File: src/rtl/wtp_pkg.sv
// shared types, constants and helpers for the weighted table picker
package wtp_pkg;

  localparam int NUM_SLOTS     = 16;
  localparam int SLOT_BITS     = 4;
  localparam int ID_BITS       = 16;
  localparam int WEIGHT_BITS   = 16;
  localparam int LEVEL_BITS    = 8;
  localparam int TOTAL_BITS    = 20;
  localparam int ROLL_BITS     = 32;
  localparam int SCAN_CNT_BITS = SLOT_BITS + 1;

  localparam logic ACT_WRITE = 1'b0;
  localparam logic ACT_PICK  = 1'b1;

  typedef struct packed {
    logic                    action;
    logic [SLOT_BITS-1:0]    slot;
    logic [ID_BITS-1:0]      entry_id;
    logic [WEIGHT_BITS-1:0]  weight;
    logic [LEVEL_BITS-1:0]   min_level;
    logic [LEVEL_BITS-1:0]   max_level;
    logic signed [ROLL_BITS-1:0] roll;
  } wtp_in_t;

  typedef struct packed {
    logic                    found;
    logic [SLOT_BITS-1:0]    picked_slot;
    logic [ID_BITS-1:0]      picked_id;
    logic [WEIGHT_BITS-1:0]  picked_weight;
    logic [LEVEL_BITS-1:0]   picked_min_level;
    logic [LEVEL_BITS-1:0]   picked_max_level;
    logic [TOTAL_BITS-1:0]   total_weight;
  } wtp_out_t;

  typedef struct packed {
    logic [ID_BITS-1:0]     id;
    logic [WEIGHT_BITS-1:0] weight;
    logic [LEVEL_BITS-1:0]  min_level;
    logic [LEVEL_BITS-1:0]  max_level;
  } wtp_entry_t;

  // controller to datapath
  typedef struct packed {
    logic                 capture;
    logic                 rd_en;
    logic                 rd_sel_slot;
    logic [SLOT_BITS-1:0] scan_addr;
    logic                 wr_en;
    logic                 eval_en;
    logic                 out_load;
  } wtp_cmd_t;

  // datapath to controller
  typedef struct packed {
    logic total_zero;
    logic hit;
  } wtp_sts_t;

  function automatic logic is_pickable(wtp_entry_t e);
    is_pickable = (e.id != '0) && (e.weight != '0) && (e.min_level != '0) &&
                  (e.max_level >= e.min_level);
  endfunction

  function automatic logic [TOTAL_BITS-1:0] contrib(wtp_entry_t e);
    contrib = is_pickable(e) ? TOTAL_BITS'(e.weight) : '0;
  endfunction

endpackage

File: src/rtl/wtp_in_if.sv
// request channel: valid, ready and one request beat
interface wtp_in_if;
  logic             valid;
  logic             ready;
  wtp_pkg::wtp_in_t data;

  modport source (output valid, output data, input ready);
  modport sink (input valid, input data, output ready);
endinterface

File: src/rtl/wtp_out_if.sv
// result channel: valid, ready and one result beat
interface wtp_out_if;
  logic              valid;
  logic              ready;
  wtp_pkg::wtp_out_t data;

  modport source (output valid, output data, input ready);
  modport sink (input valid, input data, output ready);
endinterface

File: src/rtl/wtp_ctrl.sv
// control state machine: accept, table update, slot scan, result hand-off
module wtp_ctrl (
  input  logic                          clk,
  input  logic                          rst,
  input  logic                          in_valid,
  input  logic                          in_action,
  output logic                          in_ready,
  input  logic                          out_ready,
  output logic                          out_valid,
  output wtp_pkg::wtp_cmd_t             cmd,
  input  wtp_pkg::wtp_sts_t             sts
);

  localparam logic [1:0] S_IDLE = 2'd0;
  localparam logic [1:0] S_WUPD = 2'd1;
  localparam logic [1:0] S_SCAN = 2'd2;
  localparam logic [1:0] S_FIN  = 2'd3;

  logic [1:0] state;
  logic [1:0] state_next;
  logic [wtp_pkg::SCAN_CNT_BITS-1:0] scan_cnt;
  logic [wtp_pkg::SCAN_CNT_BITS-1:0] scan_cnt_next;
  logic accept;
  logic scan_more;

  assign in_ready  = (state == S_IDLE);
  assign accept    = in_valid && in_ready;
  assign scan_more = (scan_cnt < wtp_pkg::SCAN_CNT_BITS'(wtp_pkg::NUM_SLOTS));

  always_comb begin
    cmd             = '0;
    cmd.capture     = accept;
    cmd.scan_addr   = scan_cnt[wtp_pkg::SLOT_BITS-1:0];
    state_next      = state;
    scan_cnt_next   = scan_cnt;
    case (state)
      S_IDLE: begin
        cmd.rd_en       = accept && (in_action == wtp_pkg::ACT_WRITE);
        cmd.rd_sel_slot = 1'b1;
        scan_cnt_next   = '0;
        if (accept) begin
          if (in_action == wtp_pkg::ACT_WRITE) begin
            state_next = S_WUPD;
          end else if (sts.total_zero) begin
            state_next = S_FIN;
          end else begin
            state_next = S_SCAN;
          end
        end
      end
      S_WUPD: begin
        cmd.wr_en  = 1'b1;
        state_next = S_FIN;
      end
      S_SCAN: begin
        cmd.rd_en   = scan_more;
        cmd.eval_en = 1'b1;
        if (scan_more) begin
          scan_cnt_next = scan_cnt + 1'b1;
        end
        if (sts.hit) begin
          state_next = S_FIN;
        end
      end
      S_FIN: begin
        cmd.out_load = !out_valid || out_ready;
        if (cmd.out_load) begin
          state_next = S_IDLE;
        end
      end
      default: begin
        state_next = S_IDLE;
      end
    endcase
  end

  always_ff @(posedge clk) begin
    if (rst) begin
      state     <= S_IDLE;
      scan_cnt  <= '0;
      out_valid <= 1'b0;
    end else begin
      state    <= state_next;
      scan_cnt <= scan_cnt_next;
      if (cmd.out_load) begin
        out_valid <= 1'b1;
      end else if (out_ready) begin
        out_valid <= 1'b0;
      end
    end
  end

endmodule

File: src/rtl/wtp_dp.sv
// datapath: entry table, pickable total, roll clamp, running sum, result register
module wtp_dp (
  input  logic               clk,
  input  logic               rst,
  input  wtp_pkg::wtp_in_t   in_data,
  input  wtp_pkg::wtp_cmd_t  cmd,
  output wtp_pkg::wtp_sts_t  sts,
  output wtp_pkg::wtp_out_t  out_data
);

  wtp_pkg::wtp_entry_t mem [wtp_pkg::NUM_SLOTS];
  logic [wtp_pkg::NUM_SLOTS-1:0] slot_valid;

  wtp_pkg::wtp_entry_t                rd_data;
  logic                               rd_valid;
  logic [wtp_pkg::SLOT_BITS-1:0]      rd_slot;
  logic [wtp_pkg::SLOT_BITS-1:0]      rd_addr;

  wtp_pkg::wtp_entry_t                new_entry;
  logic [wtp_pkg::SLOT_BITS-1:0]      wr_slot;
  logic [wtp_pkg::TOTAL_BITS-1:0]     total;
  logic [wtp_pkg::TOTAL_BITS-1:0]     total_next;
  logic [wtp_pkg::TOTAL_BITS-1:0]     roll_clamped;
  logic [wtp_pkg::TOTAL_BITS-1:0]     roll_reg;
  logic [wtp_pkg::TOTAL_BITS-1:0]     running;
  logic [wtp_pkg::TOTAL_BITS-1:0]     run_next;
  logic                               eval;

  logic                               found_w;
  logic [wtp_pkg::SLOT_BITS-1:0]      slot_w;
  wtp_pkg::wtp_entry_t                entry_w;

  assign rd_addr = cmd.rd_sel_slot ? in_data.slot : cmd.scan_addr;

  // negative rolls go to zero, rolls at or past the total go to total - 1
  always_comb begin
    if (in_data.roll[wtp_pkg::ROLL_BITS-1]) begin
      roll_clamped = '0;
    end else if (in_data.roll[wtp_pkg::ROLL_BITS-2:0] >=
                 (wtp_pkg::ROLL_BITS-1)'(total)) begin
      roll_clamped = total - 1'b1;
    end else begin
      roll_clamped = in_data.roll[wtp_pkg::TOTAL_BITS-1:0];
    end
  end

  assign total_next = total - wtp_pkg::contrib(rd_data) + wtp_pkg::contrib(new_entry);
  assign run_next   = running + wtp_pkg::TOTAL_BITS'(rd_data.weight);
  assign eval       = cmd.eval_en && rd_valid && wtp_pkg::is_pickable(rd_data);

  assign sts.total_zero = (total == '0);
  assign sts.hit        = eval && (roll_reg < run_next);

  always_ff @(posedge clk) begin
    if (cmd.rd_en) begin
      rd_data <= slot_valid[rd_addr] ? mem[rd_addr] : '0;
      rd_slot <= rd_addr;
    end
    if (cmd.wr_en) begin
      mem[wr_slot] <= new_entry;
    end
  end

  always_ff @(posedge clk) begin
    if (rst) begin
      slot_valid <= '0;
      rd_valid   <= 1'b0;
      total      <= '0;
    end else begin
      rd_valid <= cmd.rd_en;
      if (cmd.wr_en) begin
        slot_valid[wr_slot] <= 1'b1;
        total               <= total_next;
      end
    end
  end

  always_ff @(posedge clk) begin
    if (cmd.capture) begin
      wr_slot             <= in_data.slot;
      new_entry.id        <= in_data.entry_id;
      new_entry.weight    <= in_data.weight;
      new_entry.min_level <= in_data.min_level;
      new_entry.max_level <= in_data.max_level;
      roll_reg            <= roll_clamped;
      running             <= '0;
      found_w             <= 1'b0;
      slot_w              <= '0;
      entry_w             <= '0;
    end else if (eval) begin
      running <= run_next;
      if (sts.hit) begin
        found_w <= 1'b1;
        slot_w  <= rd_slot;
        entry_w <= rd_data;
      end
    end
    if (cmd.out_load) begin
      out_data.found            <= found_w;
      out_data.picked_slot      <= slot_w;
      out_data.picked_id        <= entry_w.id;
      out_data.picked_weight    <= entry_w.weight;
      out_data.picked_min_level <= entry_w.min_level;
      out_data.picked_max_level <= entry_w.max_level;
      out_data.total_weight     <= total;
    end
  end

endmodule

File: src/rtl/weighted_table_picker.sv
// top level of the weighted table picker: controller plus datapath
//
//   channel | dir | beat contents
//   --------+-----+------------------------------------------------------------
//   cmd     | in  | action, slot, entry_id, weight, min_level, max_level, roll
//   res     | out | found, picked_slot/id/weight/min/max_level, total_weight
//
// a write beat runs accept with read of the old entry, table and total
// update, then result hand-off. a pick beat goes from accept straight to the
// hand-off when the total is zero, else the slot scan reads one table entry
// per cycle through the registered read port and stops at the first hit.
// rst (synchronous) clears the state machine, the per-slot valid bits and the
// total, so every slot reads as an empty entry right away.
// a result waiting on res does not block cmd; only the next hand-off waits.
module weighted_table_picker (
  input  logic       clk,
  input  logic       rst,
  wtp_in_if.sink     cmd,
  wtp_out_if.source  res
);

  wtp_pkg::wtp_cmd_t dp_cmd;
  wtp_pkg::wtp_sts_t dp_sts;

  // sequencing: accept, update or scan, then load the output register
  wtp_ctrl u_ctrl (
    .clk       (clk),
    .rst       (rst),
    .in_valid  (cmd.valid),
    .in_action (cmd.data.action),
    .in_ready  (cmd.ready),
    .out_ready (res.ready),
    .out_valid (res.valid),
    .cmd       (dp_cmd),
    .sts       (dp_sts)
  );

  // table storage, running total and the result register
  wtp_dp u_dp (
    .clk      (clk),
    .rst      (rst),
    .in_data  (cmd.data),
    .cmd      (dp_cmd),
    .sts      (dp_sts),
    .out_data (res.data)
  );

endmodule

File: src/flat_wrapper.sv
// flat-port wrapper written by rule: the top's interface ports become plain ports
module weighted_table_picker_flat 
  (clk, rst, cmd_valid, cmd_data, cmd_ready, res_valid, res_data, res_ready);
  wtp_in_if cmd_i ();
  wtp_out_if res_i ();
  input  logic clk;
  input  logic rst;
  input wire logic [$bits(cmd_i.valid)-1:0] cmd_valid;
  input wire logic [$bits(cmd_i.data)-1:0] cmd_data;
  output wire logic [$bits(cmd_i.ready)-1:0] cmd_ready;
  output wire logic [$bits(res_i.valid)-1:0] res_valid;
  output wire logic [$bits(res_i.data)-1:0] res_data;
  input wire logic [$bits(res_i.ready)-1:0] res_ready;
  assign cmd_i.valid = cmd_valid;
  assign cmd_i.data = cmd_data;
  assign cmd_ready = cmd_i.ready;
  assign res_valid = res_i.valid;
  assign res_data = res_i.data;
  assign res_i.ready = res_ready;
  weighted_table_picker u_core (.clk(clk), .rst(rst), .cmd(cmd_i), .res(res_i));
endmodule
File: config.mk
export PLATFORM = sky130hd
export DESIGN_NAME = weighted_table_picker_flat
export DESIGN_NICKNAME = d
export VERILOG_FILES = /design/src/rtl/wtp_pkg.sv /design/src/rtl/wtp_in_if.sv /design/src/rtl/wtp_out_if.sv /design/src/rtl/wtp_ctrl.sv /design/src/rtl/wtp_dp.sv /design/src/rtl/weighted_table_picker.sv /design/src/flat_wrapper.sv
export SDC_FILE = /design/constraint.sdc
export NUM_CORES = 2
export LEC_CHECK = 0
export ABC_AREA = 1
export BUFFER_PORTS_ARGS = -buffer_cell sky130_fd_sc_hd__buf_4
export CORE_UTILIZATION = 40
export CTS_CLUSTER_SIZE = 40
export DETAILED_ROUTE_END_ITERATION = 12
export GPL_TIMING_DRIVEN = 0
export HOLD_SLACK_MARGIN = 0.15
export SLEW_MARGIN = 20
export SYNTH_ARGS = -nofsm -noshare
export SYNTH_HDL_FRONTEND = slang
export SYNTH_HIERARCHICAL = 1
export SYNTH_SLANG_ARGS = --single-unit
File: constraint.sdc
create_clock -name clk -period 5.57 [get_ports clk]
set_clock_uncertainty 0.2 [all_clocks]
set_input_delay 1.114 -clock clk [delete_from_list [all_inputs] [get_ports clk]]
set_output_delay 1.114 -clock clk [all_outputs]
set_load 0.01 [all_outputs]
==> out/qor.log <==
INFO  power_and_ir_drop swShare=42.5%
INFO  yosys          yosysWarnings=6
INFO  setup_path     cp.arrival=5480ps
INFO  clocking       cts_num_sinks=1083
INFO  clocking       buffer_cell_driving_the_clock_tree_root=clkbuf_16
INFO  clocking       cts-htree-levels=3
INFO  worst_hold_path hold-path-endpoint=u_core/u_dp/out_data[55]
INFO  setup_path     timing.rr.end=u_core/u_dp/total[19]
INFO  die            fp.dieH=347um
INFO  sta            final-max-slew-violation-count=0
INFO  drt            detailedRoute.firstIterationViolations=3703
INFO  sta            finalHoldViolCount=0
INFO  clocking       cts_made_buffers=111
INFO  yosys          post_synth_num_cell_types=38
INFO  yosys          post_synth.cell_area_avg=10.9squm
INFO  power_and_ir_drop p_seq_share=34.1%
INFO  power_and_ir_drop switching_power=13.5mW
INFO  drt            routed_wire_length_per_instance=22.2um
INFO  drt            route.antenna.remaining_nets=0
INFO  sta            timing.slew.headroom=23.9%
INFO  yosys          yosys.cell_count.top_type=edfxtp_1
INFO  setup_path     critPathKind=reg2reg
INFO  worst_hold_path min-delay-start=u_core/u_dp/entry_w[35]
INFO  setup_path     cp_max_fo=17
INFO  yosys          dominantRegCellSynth=edfxtp_1
INFO  setup_path     critPathRequiredTime=5950ps
INFO  clocking       worst_skew_pair.late_latency=720ps
INFO  sta            setup_viol_count_final=0
INFO  placement      port_buffers=163
INFO  yosys          synth.top_cells.by_area=edfxtp_1 (61%), nand2_1 (5.5%), inv_1 (5.1%), dfxtp_1 (5.0%), o211ai_1 (3.9%)
INFO  global_route   grt_max_degree=76
INFO  setup_path     regToRegStartpoint=u_core/u_dp/new_entry[15]
INFO  layout         max_reg_flops=768
INFO  yosys          cell_count_after_synthesis=4372
INFO  die            die_area=120000squm
INFO  worst_hold_path hold-path-cell-count=0
INFO  layout         finish.utilization=47.2%
INFO  die            die_width=347um
INFO  layout         area.sequential=31300squm
INFO  sta            rsz0062_at_grt=false
INFO  clocking       clk_pin_slew_worst_paths=60ps
INFO  setup_path     rr_worst_depth=22
INFO  die            row_cnt=126
INFO  yosys          post_synthesis_register_bit_count=1083
INFO  run_status     outcome=completed
INFO  layout         largest_registers=u_core/u_dp/mem: 768 flops, u_core/u_dp/out_data: 73 flops
INFO  setup_path     crit_path_end_kind=flop
INFO  placement      place_congestion=0.901
INFO  drt            router_iterations_before_antenna_repair=6
INFO  yosys          yosys.area.top_type_share=60.9%
INFO  drt            detailroute.via_count=33400
INFO  global_route   gr-usage-all-layers=23.3%
INFO  layout         multiInputGateArea=12800squm
INFO  yosys          synth_enable_flop_cells=965
INFO  clocking       cts_tree=done
INFO  drt            routed_wl=141000um
INFO  sta            fin_ws=473ps
INFO  yosys          ys_top_cells_by_count=edfxtp_1 (965), nand2_1 (698), inv_1 (648)
INFO  power_and_ir_drop leakage=22.1nW
INFO  power_and_ir_drop combinational_share_of_power=42.6%
INFO  drt            post-route-drc-count=0
INFO  yosys          synth_sequential_area_ratio=65.9%
INFO  run            timing.max_cap.violations=0
INFO  global_route   via_count_of_the_first_global_routing_pass=32500
INFO  power_and_ir_drop pwr_density_cell=572nW/um^2
INFO  die            io_pins=164
INFO  layout         finish.net_count=4936
INFO  placement      placement.setup.worst_slack=404ps
INFO  drt            vias_per_cell=5.24
INFO  setup_path     regToRegSetupSlack=470ps
INFO  sta            final_period_minus_worst_setup_slack=5100ps
INFO  layout         fill_cells=10800
INFO  layout         area_growth=17.1%
INFO  worst_hold_path worst_hold_path_type=reg2reg
INFO  yosys          yosysTopAreaCell=edfxtp_1
INFO  yosys          asyncSetResetFlopFracSynth=0%
INFO  power_and_ir_drop internal-power=18.3mW
INFO  global_route   first_pass_grt_wire_length=209000um
INFO  sta            clock.fmax=196MHz
INFO  clocking       cts_buffer_depth=3
INFO  die            start_util=40.3%
INFO  die            fp.coreArea=118000squm
INFO  power_and_ir_drop vdd_drop_max=0.300mV
INFO  sta            post-route-period-util=91.5%
INFO  sta            worstMarginPinSlew=1130ps
INFO  global_route   number_of_antenna_violations_at_the_first_check_in_global_routing=2
INFO  global_route   gr-total-overflow=0
INFO  yosys          syn-num-nets=4578
INFO  power_and_ir_drop power_frac_clock=23.4%
INFO  yosys          cell_area_synth=47600squm
INFO  layout         top_reg_by_flops=u_core/u_dp/mem
INFO  setup_path     critical_path_launch_point_type=flop
INFO  layout         drive_above_1_share=12.0%
INFO  placement      dpl.hpwl=103000um
==> what timing repair did <==
item / CTS / global route
setup endpoints to repair: 0 / 2
resized for setup: 0 / 1
buffers inserted: 0 / 3
hold buffers: 0 / 0
==> worst max-delay path by stage <==
| stage | start | endpoint | slack [ps] | cells past startpoint |
|---|---|---|---|---|
| finish | u_core/u_dp/new_entry[15] | u_core/u_dp/total[19] | 470 | 22 |
| global route | u_core/u_dp/new_entry[15] | u_core/u_dp/total[19] | 140 | 22 |
| CTS | u_core/u_dp/new_entry[13] | u_core/u_dp/total[19] | 350 | 20 |
| detailed placement | u_core/u_dp/new_entry[13] | u_core/u_dp/total[19] | 400 | 20 |
| global placement | u_core/u_ctrl/state[1] | u_core/u_dp/mem[15][43] | -3810 | 5 |
| floorplan | res_ready | u_core/u_dp/out_data[0] | 150 | 2 |
==> area by class of cell <==
cell class / count / share of cell area (%)
clock buffer: 151 / 5.51
timing repair buffer: 245 / 4.34
multi-input combinational: 2412 / 23.0
tap: 1536 / 3.45
antenna: 1 / 0.00449
sequential: 1083 / 56.3
clock inverter: 59 / 1.08
buffer: 220 / 1.89
inverter: 657 / 4.43
==> critical path: stages (launching register included) <==
cell and delay [ps]:
edfxtp_1 650, inv_1 170, ha_1 330, nand2_1 80, nor2_1 140, nand4_1 110, o2111ai_2 190, nand2_1 210
inv_1 330, clkbuf_1 350, nand2_1 160, fa_1 550, inv_1 40, ha_1 320, a21oi_1 250, a21boi_0 370
nand2_1 90, nand2_1 90, nand3_1 70, nand2_1 60, nand3_1 80, nand2_1 90, inv_1 40
==> through the flow <==
step                      total power, mW  setup TNS (ps)  instances  hold slack [ps]  instance area (sq um)
after floorplan                      19.2               0       4372              208                  47600
after global placement               24.1        -1420230       6071              213                  50700
after detailed placement             24.4               0       6150              215                  52000
after global routing                 33.8               0       6363              230                  55700
final                                31.8               0       6364              223                  55700
after CTS                            31.9               0       6360              217                  55700
==> power by group through the flow <==
stage / logic (mW) / registers (mW) / clock network (mW)
after floorplan: 8.46 / 10.7 / 0
after global placement: 13.0 / 11.1 / 0
after detailed placement: 13.3 / 11.0 / 0
after CTS: 13.4 / 10.9 / 7.59
after global routing: 15.0 / 10.9 / 7.90
final: 13.6 / 10.8 / 7.44
==> placed cells by master (no fill, tap or decap), types with 6 or more instances in the layout <==
master,n
a21oi_1,300
buf_1,9
buf_12,12
buf_16,20
buf_2,115
buf_4,219
buf_6,12
bufinv_16,8
clkbuf_1,105
clkbuf_16,113
clkbuf_8,10
clkinv_1,15
clkinv_2,24
dfxtp_1,118
edfxtp_1,965
fa_1,17
ha_1,100
inv_1,647
inv_2,8
nand2_1,698
nand3_1,361
nand3b_1,24
nand4_1,18
nor2_1,318
nor2_4,9
nor3_2,6
nor4_1,11
o211ai_1,245
o21ai_0,214
o21ai_1,22
o21bai_1,7
xor2_1,29
==> per-layer routing <==
metal	global-route usage (%)	share of wire, %	vias up
met3	3.34	8.1	262
met2	37.8	47	1390
met1	31.8	42	16000
met5	0	0	-
li1	-	-	15700
met4	8.79	3.6	0
==> kinds of logic (layout without fill, tap and decap cells) <==
| kind of cell | Yosys count | after routing | synth area share [%] |
|---|---|---|---|
| AOI/OAI and AO/OA | 803 | 803 | 9.87 |
| adders and majority gates | 117 | 117 | 3.35 |
| xor gates and xnor gates | 32 | 32 | 0.589 |
| DFF | 1083 | 1083 | 65.9 |
| other | 0 | 1 | 0 |
| buffers and inverters | 877 | 1332 | 7.39 |
| and+or+nand+nor | 1460 | 1460 | 12.9 |
Power figures use the tool's default switching activity.
